===== src/drt_pkg.sv =====
// ----------------------------------------------------------------------------
// drt_pkg: shared types and constants for the dated reminder table
// Field widths, operation codes, register indexes and month lengths.
// ----------------------------------------------------------------------------
package drt_pkg;

    localparam int MaxReminders = 32;
    localparam int IdxW         = $clog2(MaxReminders);
    localparam int CntW         = $clog2(MaxReminders + 1);

    // operation codes
    localparam logic [1:0] OP_ADD     = 2'd0;
    localparam logic [1:0] OP_ADVANCE = 2'd1;
    localparam logic [1:0] OP_LIST    = 2'd2;

    // configuration register indexes
    localparam logic CFG_START_MONTH = 1'b0;
    localparam logic CFG_START_DAY   = 1'b1;

    typedef struct packed {
        logic [1:0]  operation;
        logic [3:0]  rem_month;
        logic [4:0]  rem_day;
        logic [4:0]  rem_hour;
        logic [5:0]  rem_minute;
        logic [15:0] rem_message;
    } t_in_item;

    typedef struct packed {
        logic [3:0]  today_month;
        logic [4:0]  today_day;
        logic        match_valid;
        logic [4:0]  out_hour;
        logic [5:0]  out_minute;
        logic [15:0] out_message;
        logic        store_full;
        logic        last;
    } t_out_item;

    typedef struct packed {
        logic [3:0]  month;
        logic [4:0]  day;
        logic [4:0]  hour;
        logic [5:0]  minute;
        logic [15:0] message;
    } t_entry;

    // days in a month; out of range months count as 31 days
    function automatic logic [4:0] month_len(input logic [3:0] m);
        case (m)
            4'd2:                      month_len = 5'd28;
            4'd4, 4'd6, 4'd9, 4'd11:   month_len = 5'd30;
            default:                   month_len = 5'd31;
        endcase
    endfunction

endpackage


===== src/drt_if.sv =====
// ----------------------------------------------------------------------------
// drt_if: valid/ready channels of the dated reminder table
// Input item, result item and configuration write channels.
// ----------------------------------------------------------------------------
interface drt_in_if import drt_pkg::*; ();
    logic     valid;
    logic     ready;
    t_in_item data;
    modport source (output valid, output data, input ready);
    modport sink   (input valid, input data, output ready);
endinterface

interface drt_out_if import drt_pkg::*; ();
    logic      valid;
    logic      ready;
    t_out_item data;
    modport source (output valid, output data, input ready);
    modport sink   (input valid, input data, output ready);
endinterface

interface drt_cfg_if ();
    logic        valid;
    logic        ready;
    logic        index;
    logic [15:0] wdata;
    modport source (output valid, output index, output wdata, input ready);
    modport sink   (input valid, input index, input wdata, output ready);
endinterface


===== src/dated_reminder_table.sv =====
// ----------------------------------------------------------------------------
// dated_reminder_table: current date and a time ordered reminder table
// ----------------------------------------------------------------------------
// One transaction is handled at a time by a small sequencer around a
// 32-entry memory with one write port and a registered read port. The input
// is ready only while the sequencer is idle and the result register is free.
// - Add: stored entries are read in order up to the slot. Then each later
//   entry moves up by a read and a write, and a last write stores the
//   new entry.
// - Dropped add or unknown operation: the result is loaded at the accept edge.
// - List: every stored entry is read once. The latest match is held back one
//   step so that the final one can carry last. The scan stalls while a result
//   waits on the output.
// - Advance: the date steps at the accept edge and S_OUT loads the result.
// ----------------------------------------------------------------------------
module dated_reminder_table import drt_pkg::*; (
    input  logic      i_clk,
    input  logic      i_rst_n,
    drt_in_if.sink    in_ch,
    drt_out_if.source out_ch,
    drt_cfg_if.sink   cfg_ch
);

    localparam logic [2:0] S_IDLE  = 3'd0;
    localparam logic [2:0] S_SCAN  = 3'd1;  // add: find slot
    localparam logic [2:0] S_SHRD  = 3'd2;  // add: read entry to move
    localparam logic [2:0] S_SHWR  = 3'd3;  // add: write it one up
    localparam logic [2:0] S_LIST  = 3'd4;  // list: scan entries
    localparam logic [2:0] S_OUT   = 3'd5;  // advance: load result

    logic [2:0]      r_state;
    t_in_item        r_item;
    logic [3:0]      r_month;
    logic [4:0]      r_day;
    logic [CntW-1:0] r_count;
    logic [CntW-1:0] r_ptr;       // address issued
    logic            r_rd_vld;    // read data valid (add keeps its address in r_rd_addr)
    logic [CntW-1:0] r_rd_addr;
    logic            r_held_vld;  // a list match is held back
    t_entry          r_held;
    logic            r_ovalid;
    t_out_item       r_odata;

    logic [2:0]      n_state;
    t_in_item        n_item;
    logic [3:0]      n_month;
    logic [4:0]      n_day;
    logic [CntW-1:0] n_count;
    logic [CntW-1:0] n_ptr;
    logic            n_rd_vld;
    logic [CntW-1:0] n_rd_addr;
    logic            n_held_vld;
    t_entry          n_held;
    logic            n_ovalid;
    t_out_item       n_odata;

    t_entry          r_mem [MaxReminders];
    t_entry          r_rdata;
    logic            mem_we;
    logic [IdxW-1:0] mem_waddr;
    t_entry          mem_wdata;
    logic            mem_re;
    logic [IdxW-1:0] mem_raddr;

    logic out_free;
    logic in_fire;
    logic cfg_fire;
    logic later;
    logic match;
    logic [4:0] mlen;

    assign out_free     = !r_ovalid || out_ch.ready;
    assign in_ch.ready  = (r_state == S_IDLE) && out_free;
    assign in_fire      = in_ch.valid && in_ch.ready;
    assign cfg_ch.ready = (r_state == S_IDLE) && !in_ch.valid;
    assign cfg_fire     = cfg_ch.valid && cfg_ch.ready;
    assign out_ch.valid = r_ovalid;
    assign out_ch.data  = r_odata;

    // memory: one write and one registered read per cycle
    always_ff @(posedge i_clk) begin
        if (mem_we) begin
            r_mem[mem_waddr] <= mem_wdata;
        end
        if (mem_re) begin
            r_rdata <= r_mem[mem_raddr];
        end
    end

    // single shared compare unit
    assign later = (r_item.rem_hour != r_rdata.hour) ? (r_item.rem_hour < r_rdata.hour)
                                                     : (r_item.rem_minute < r_rdata.minute);
    assign match = (r_rdata.month == r_month) && (r_rdata.day == r_day);
    assign mlen  = month_len(r_month);

    // memory port control
    always_comb begin
        mem_we    = 1'b0;
        mem_waddr = r_ptr[IdxW-1:0];
        mem_wdata = r_rdata;
        mem_re    = 1'b0;
        mem_raddr = r_ptr[IdxW-1:0];
        case (r_state)
            S_SCAN: begin
                mem_re = (r_ptr < r_count) && !(r_rd_vld && later);
            end
            S_SHRD: begin
                mem_re    = 1'b1;
                mem_raddr = IdxW'(r_ptr - 1'b1);
            end
            S_SHWR: begin
                mem_we = 1'b1;
                if (r_ptr == r_rd_addr) begin
                    mem_wdata = '{r_item.rem_month, r_item.rem_day, r_item.rem_hour,
                                  r_item.rem_minute, r_item.rem_message};
                end
            end
            S_LIST: begin
                mem_re = (r_ptr < r_count) && out_free;
            end
            default: ;
        endcase
    end

    // sequencer next state
    always_comb begin
        n_state    = r_state;
        n_item     = r_item;
        n_month    = r_month;
        n_day      = r_day;
        n_count    = r_count;
        n_ptr      = r_ptr;
        n_rd_vld   = r_rd_vld;
        n_rd_addr  = r_rd_addr;
        n_held_vld = r_held_vld;
        n_held     = r_held;
        n_ovalid   = r_ovalid && !out_ch.ready;
        n_odata    = r_odata;
        if (cfg_fire) begin
            if (cfg_ch.index == CFG_START_MONTH) begin
                n_month = cfg_ch.wdata[3:0];
            end else begin
                n_day = cfg_ch.wdata[4:0];
            end
        end
        case (r_state)
            S_IDLE: begin
                if (in_fire) begin
                    n_item     = in_ch.data;
                    n_ptr      = '0;
                    n_rd_vld   = 1'b0;
                    n_held_vld = 1'b0;
                    n_odata    = '{r_month, r_day, 1'b0, 5'd0, 6'd0, 16'd0, 1'b0, 1'b1};
                    case (in_ch.data.operation)
                        OP_ADD: begin
                            if (r_count >= CntW'(MaxReminders)) begin
                                n_odata.store_full = 1'b1;
                                n_ovalid = 1'b1;
                            end else begin
                                n_state = S_SCAN;
                            end
                        end
                        OP_ADVANCE: begin
                            n_state = S_OUT;
                            if (r_day + 5'd1 > mlen || r_day == 5'd31) begin
                                n_day   = 5'd1;
                                n_month = (r_month >= 4'd12) ? 4'd1 : r_month + 4'd1;
                            end else begin
                                n_day = r_day + 5'd1;
                            end
                        end
                        OP_LIST: n_state = S_LIST;
                        default: n_ovalid = 1'b1;
                    endcase
                end
            end
            S_OUT: begin
                // advance result carries the new date
                n_odata.today_month = r_month;
                n_odata.today_day   = r_day;
                n_ovalid = 1'b1;
                n_state  = S_IDLE;
            end
            S_SCAN: begin
                if (r_rd_vld && later) begin
                    // slot is r_rd_addr; move entries count-1 .. slot up
                    n_ptr   = r_count;
                    n_state = S_SHRD;
                end else if (r_ptr < r_count) begin
                    n_rd_addr = r_ptr;
                    n_rd_vld  = 1'b1;
                    n_ptr     = r_ptr + 1'b1;
                end else begin
                    n_rd_addr = r_count;
                    n_ptr     = r_count;
                    n_state   = S_SHWR;
                end
            end
            S_SHRD: begin
                n_state = S_SHWR;
            end
            S_SHWR: begin
                if (r_ptr == r_rd_addr) begin
                    n_count  = r_count + 1'b1;
                    n_ovalid = 1'b1;
                    n_state  = S_IDLE;
                end else begin
                    n_ptr   = r_ptr - 1'b1;
                    n_state = (r_ptr - 1'b1 == r_rd_addr) ? S_SHWR : S_SHRD;
                end
            end
            S_LIST: begin
                if (out_free) begin
                    n_rd_vld = mem_re;
                    if (mem_re) begin
                        n_ptr = r_ptr + 1'b1;
                    end
                    if (r_rd_vld && match) begin
                        // hold the new match, show the one held before
                        n_held_vld = 1'b1;
                        n_held     = r_rdata;
                        if (r_held_vld) begin
                            n_ovalid = 1'b1;
                            n_odata  = '{r_month, r_day, 1'b1, r_held.hour,
                                         r_held.minute, r_held.message, 1'b0, 1'b0};
                        end
                    end else if (!r_rd_vld && !mem_re) begin
                        // scan done: final match or the empty result
                        n_ovalid = 1'b1;
                        n_state  = S_IDLE;
                        if (r_held_vld) begin
                            n_odata = '{r_month, r_day, 1'b1, r_held.hour,
                                        r_held.minute, r_held.message, 1'b0, 1'b1};
                        end else begin
                            n_odata = '{r_month, r_day, 1'b0, 5'd0, 6'd0,
                                        16'd0, 1'b0, 1'b1};
                        end
                    end
                end
            end
            default: begin
                n_state = S_IDLE;
            end
        endcase
    end

    // control registers
    always_ff @(posedge i_clk) begin
        if (!i_rst_n) begin
            r_state    <= S_IDLE;
            r_month    <= 4'd1;
            r_day      <= 5'd1;
            r_count    <= '0;
            r_ovalid   <= 1'b0;
            r_rd_vld   <= 1'b0;
            r_held_vld <= 1'b0;
            r_ptr      <= '0;
        end else begin
            r_state    <= n_state;
            r_month    <= n_month;
            r_day      <= n_day;
            r_count    <= n_count;
            r_ovalid   <= n_ovalid;
            r_rd_vld   <= n_rd_vld;
            r_held_vld <= n_held_vld;
            r_ptr      <= n_ptr;
        end
    end

    // data registers
    always_ff @(posedge i_clk) begin
        r_item    <= n_item;
        r_rd_addr <= n_rd_addr;
        r_held    <= n_held;
        r_odata   <= n_odata;
    end

endmodule


===== src/flat_wrapper.sv =====
// flat-port wrapper written by rule: the top's interface ports become plain ports
module dated_reminder_table_flat import drt_pkg::*;
  (i_clk, i_rst_n, in_ch_valid, in_ch_data, in_ch_ready, out_ch_valid, out_ch_data, out_ch_ready, cfg_ch_valid, cfg_ch_index, cfg_ch_wdata, cfg_ch_ready);
  drt_in_if in_ch_i ();
  drt_out_if out_ch_i ();
  drt_cfg_if cfg_ch_i ();
  input  logic i_clk;
  input  logic i_rst_n;
  input wire logic [$bits(in_ch_i.valid)-1:0] in_ch_valid;
  input wire logic [$bits(in_ch_i.data)-1:0] in_ch_data;
  output wire logic [$bits(in_ch_i.ready)-1:0] in_ch_ready;
  output wire logic [$bits(out_ch_i.valid)-1:0] out_ch_valid;
  output wire logic [$bits(out_ch_i.data)-1:0] out_ch_data;
  input wire logic [$bits(out_ch_i.ready)-1:0] out_ch_ready;
  input wire logic [$bits(cfg_ch_i.valid)-1:0] cfg_ch_valid;
  input wire logic [$bits(cfg_ch_i.index)-1:0] cfg_ch_index;
  input wire logic [$bits(cfg_ch_i.wdata)-1:0] cfg_ch_wdata;
  output wire logic [$bits(cfg_ch_i.ready)-1:0] cfg_ch_ready;
  assign in_ch_i.valid = in_ch_valid;
  assign in_ch_i.data = in_ch_data;
  assign in_ch_ready = in_ch_i.ready;
  assign out_ch_valid = out_ch_i.valid;
  assign out_ch_data = out_ch_i.data;
  assign out_ch_i.ready = out_ch_ready;
  assign cfg_ch_i.valid = cfg_ch_valid;
  assign cfg_ch_i.index = cfg_ch_index;
  assign cfg_ch_i.wdata = cfg_ch_wdata;
  assign cfg_ch_ready = cfg_ch_i.ready;
  dated_reminder_table u_core (.i_clk(i_clk), .i_rst_n(i_rst_n), .in_ch(in_ch_i), .out_ch(out_ch_i), .cfg_ch(cfg_ch_i));
endmodule

===== config.mk =====
export PLATFORM = sky130hd
export DESIGN_NAME = dated_reminder_table_flat
export DESIGN_NICKNAME = d
export VERILOG_FILES = /design/src/drt_pkg.sv /design/src/drt_if.sv /design/src/dated_reminder_table.sv /design/src/flat_wrapper.sv
export SDC_FILE = /design/constraint.sdc
export NUM_CORES = 2
export LEC_CHECK = 0
export BUFFER_PORTS_ARGS = -buffer_cell sky130_fd_sc_hd__buf_2
export CAP_MARGIN = 20
export CELL_PAD_IN_SITES_DETAIL_PLACEMENT = 0
export CELL_PAD_IN_SITES_GLOBAL_PLACEMENT = 1
export CORE_ASPECT_RATIO = 0.7
export CORE_UTILIZATION = 40
export CTS_CLUSTER_SIZE = 10
export DETAILED_ROUTE_END_ITERATION = 6
export GPL_ROUTABILITY_DRIVEN = 0
export PLACE_DENSITY_LB_ADDON = 0.1
export SLEW_MARGIN = 40
export SYNTH_ARGS = -nofsm -noshare
export SYNTH_HDL_FRONTEND = slang
export SYNTH_SLANG_ARGS = --single-unit

===== constraint.sdc =====
create_clock -name i_clk -period 4.9 [get_ports i_clk]
set_input_delay 0.49 -clock i_clk [delete_from_list [all_inputs] [get_ports i_clk]]
set_output_delay 0.49 -clock i_clk [all_outputs]
set_load 0.005 [all_outputs]

==> key figures <==
Logic synthesis
  • Synth area leader: edfxtp_1
  • Mapped Area: about 52000 um2
  • Top cells by area, synth: edfxtp_1 (74%), nand2_1 (7.2%), nand3_1 (3.6%)
  • Synth top area share: 0.744
  • Top FF cell, synth: edfxtp_1
  • Ys Warns: 0
  • Sequential element share of the synthesized area: 0.755
  • Most frequent cells after synthesis: edfxtp_1 (1296), nand2_1 (997), nand3_1 (375), a31oi_1 (116), mux2i_1 (112)
  • Async SR Flop Fraction: 0
  • EDFF count, synth: roughly 1300
  • Synth unique cells: 61
  • Most common cell in the netlist: edfxtp_1
  • Syn Nets: 3810
  • Syn Area/Cell: roughly 14 um2
  • Syn Inst Count: 3716
  • Register bit total from synthesis: 1323

STA
  • Final setup vio count: 0
  • Final Hold Vio Count: 0
  • Final slew viol count: 0
  • Skew final: 0.0220 ns
  • Fin crit period: 3.60 ns
  • Setup TNS: 0 ns
  • Worst relative slew slack: 0.392
  • Final setup margin: 1.30 ns
  • Unrepaired setup endpoints after global routing: false
  • Period utilization: 0.734
  • Fmax: ~280 MHz
  • Least-Margin Pin Slew: 0.913 ns

Die
  • Die H: 304 um
  • Die ar.: 132000 um2
  • Die W: 434 um
  • Core ar.: 129000 um2
  • I/O pins: 102
  • Starting Density: 0.405
  • Cell Rows: 110

Power
  • Leakage power: 19.8 nW
  • PnR Total Power: between 20 and 30 mW
  • IR drop worst, VDD: 0.352 mV
  • Switching share of power: 0.288
  • Int Power: around 21 mW
  • Sequential Power Share: 0.455
  • PwrDens: approximately 480 nW/um2
  • NetSw: 8.40 mW
  • Gate power share: 0.201
  • Clock share of power: 0.344

CTS
  • Post-CTS Setup Repair Bufs: 0
  • Root Buffer: clkbuf_16
  • Clk Latency, worst-skew pair: 0.77 ns
  • Clock sink total: ~1300
  • Total CTS buffers: 151
  • TritonCTS clock tree: built
  • H-tree Lvls: 4
  • Maximum clock insertion buffer count: 3
  • Clk slew on worst S/H paths: 0.06 ns

Routing
  • Antenna Nets Post-Route: 0
  • Drt pass-1 iters: 5
  • Vias: 31600
  • Initial DRC count: 3298
  • Vias per cell: 5.52
  • DRC: 0
  • Drt wl/cell: between 20 and 30 um
  • Total wire length: between 150000 and 200000 um

Worst setup path
  • CP required: 5.43 ns
  • Critical Path End Type: flop
  • Worst EP arrival: 4.13 ns
  • CP startpoint kind: flop
  • Crit path max fanout: 45
  • WS Path Type: flop to flop

Global routing
  • Initial antenna violation count: 1
  • Largest net degree at the start of global routing: 110
  • Vias in the first global route: slightly above 30000
  • GRT Total Usage: 0.238
  • Gr ovfl total: 0
  • First-pass GRT wire length: 225000 um

Worst hold path
  • Hold Crit Class: input port to flop

Outcome
  • Outcome: complete, no violations

Final layout
  • # diodes: 0
  • Final cell count without fillers: between 5000 and 6000
  • Layout cell share with drive strength beyond 1: 0.139
  • Net count, final: 4048
  • Area Overhead vs Synth: 16.4%

Flow run
  • Max Cap Viol: 0

Placed design
  • DP Wirelength: 84700 um
  • Port Buf Inserts: 90
  • Placed cells: ~5500
  • Place WS: 1.32 ns
==> final cells by class <==
cell class	count	area (um2)
Fill cell	11400	68200
Sequential cell	1323	39500
Multi-Input combinational cell	2142	12100
Clock buffer	176	4040
Timing Repair Buffer	301	2800
Tap cell	1736	2170
Inverter	35	134
Clock inverter	11	104
==> placed cells by master, fill, tap and decap left out, types with 31 or more instances in the layout <==
master         netlist  final
nand4_1             43     43
nand3_1            375    375
inv_1               33     32
o21ai_0             41     31
nor2_1              65     32
mux2i_1            112    112
ha_1                34     34
nor2_4               0     33
a32oi_1            110    110
a31oi_1            116    116
clkbuf_16            0    159
edfxtp_1          1296   1296
buf_2               86     90
buf_4               11    119
dlygate4sd3_1        0     37
buf_12               0     45
nand2_1            997    996
==> worst max-delay path, stage by stage, from the launching register on <==
cell,delay [ns]
dfxtp_1,0.56
nor3b_4,0.61
nor2_1,0.19
a21oi_4,0.31
buf_12,0.23
buf_12,0.26
buf_4,0.26
nand2_1,0.08
a32oi_1,0.24
a31oi_1,0.16
a2111oi_2,0.42
==> routing by layer <==
layer | part of all wire | vias to the layer above | wire length, um | global-route usage
met5 | 0 | - | 0 | 0
met4 | 0.017 | 0 | 2600 | 0.0552
met2 | 0.44 | 939 | 69700 | 0.350
met3 | 0.052 | 162 | 8110 | 0.0288
met1 | 0.49 | 16100 | 76800 | 0.375
li1 | - | 14300 | - | -
==> power groups by stage <==
stage               sequential (mW)  clock, mW  combinational [mW]
global route                   13.3       10.6                6.39
global placement               13.5          0                5.90
CTS                            13.2       10.2                5.95
finish                         13.2       10.0                5.87
floorplan                      13.4          0                3.53
detailed placement             13.5          0                5.91
==> worst paths after layout <==
check                             to         startpoint  slack, ns  cells after the start
setup reg to reg  u_core.r_rdata[22]  u_core.r_state[1]       1.30                     10
hold / removal     u_core.r_month[0]    cfg_ch_wdata[0]       0.09                      5
setup / recovery  u_core.r_rdata[22]  u_core.r_state[1]       1.30                     10
hold reg to reg     u_core.r_held[4]  u_core.r_rdata[4]       0.45                      0
==> timing repair <==
item                                   in CTS  in global routing
resized for setup                           0                  0
setup endpoints to repair                   0                  0
endpoints found under the hold margin      38                  0
hold buffers                               37                  0
==> registers in the layout (all words and copies together), names as in the netlist <==
name	count
u_core.r_state	3
u_core.r_held	27
u_core.r_rd_addr	6
u_core.r_count	6
u_core.out_ch.valid	1
u_core.r_day	5
u_core.out_ch.data	39
u_core.r_held_vld	1
u_core.r_rdata	36
u_core.r_ptr	6
u_core.r_month	4
u_core.r_rd_vld	1
u_core.r_item	36
u_core.r_mem	1152
==> logic make-up (layout without fill, tap and decap cells) <==
group,Yosys count,in the layout,synth area share
fa+ha+maj,34,34,0.00814
xor+xnor,28,28,0.00469
buf+inv,251,523,0.0210
simple gates,1562,1562,0.127
compound gates,377,377,0.0563
mux,141,141,0.0277
flops,1323,1323,0.755
==> stage by stage <==
stage / instance area (um2) / util / hold WS [ns]
3_3_place_gp: 56100 / 0.435 / 0.433
5_1_grt: 60900 / 0.471 / 0.0838
4_1_cts: 60800 / 0.471 / 0.0358
3_5_place_dp: 56300 / 0.436 / 0.442
6_report: 60900 / 0.471 / 0.0862
2_1_floorplan: 52300 / - / 0.406
No activity file was read; power rests on OpenSTA's default activity.
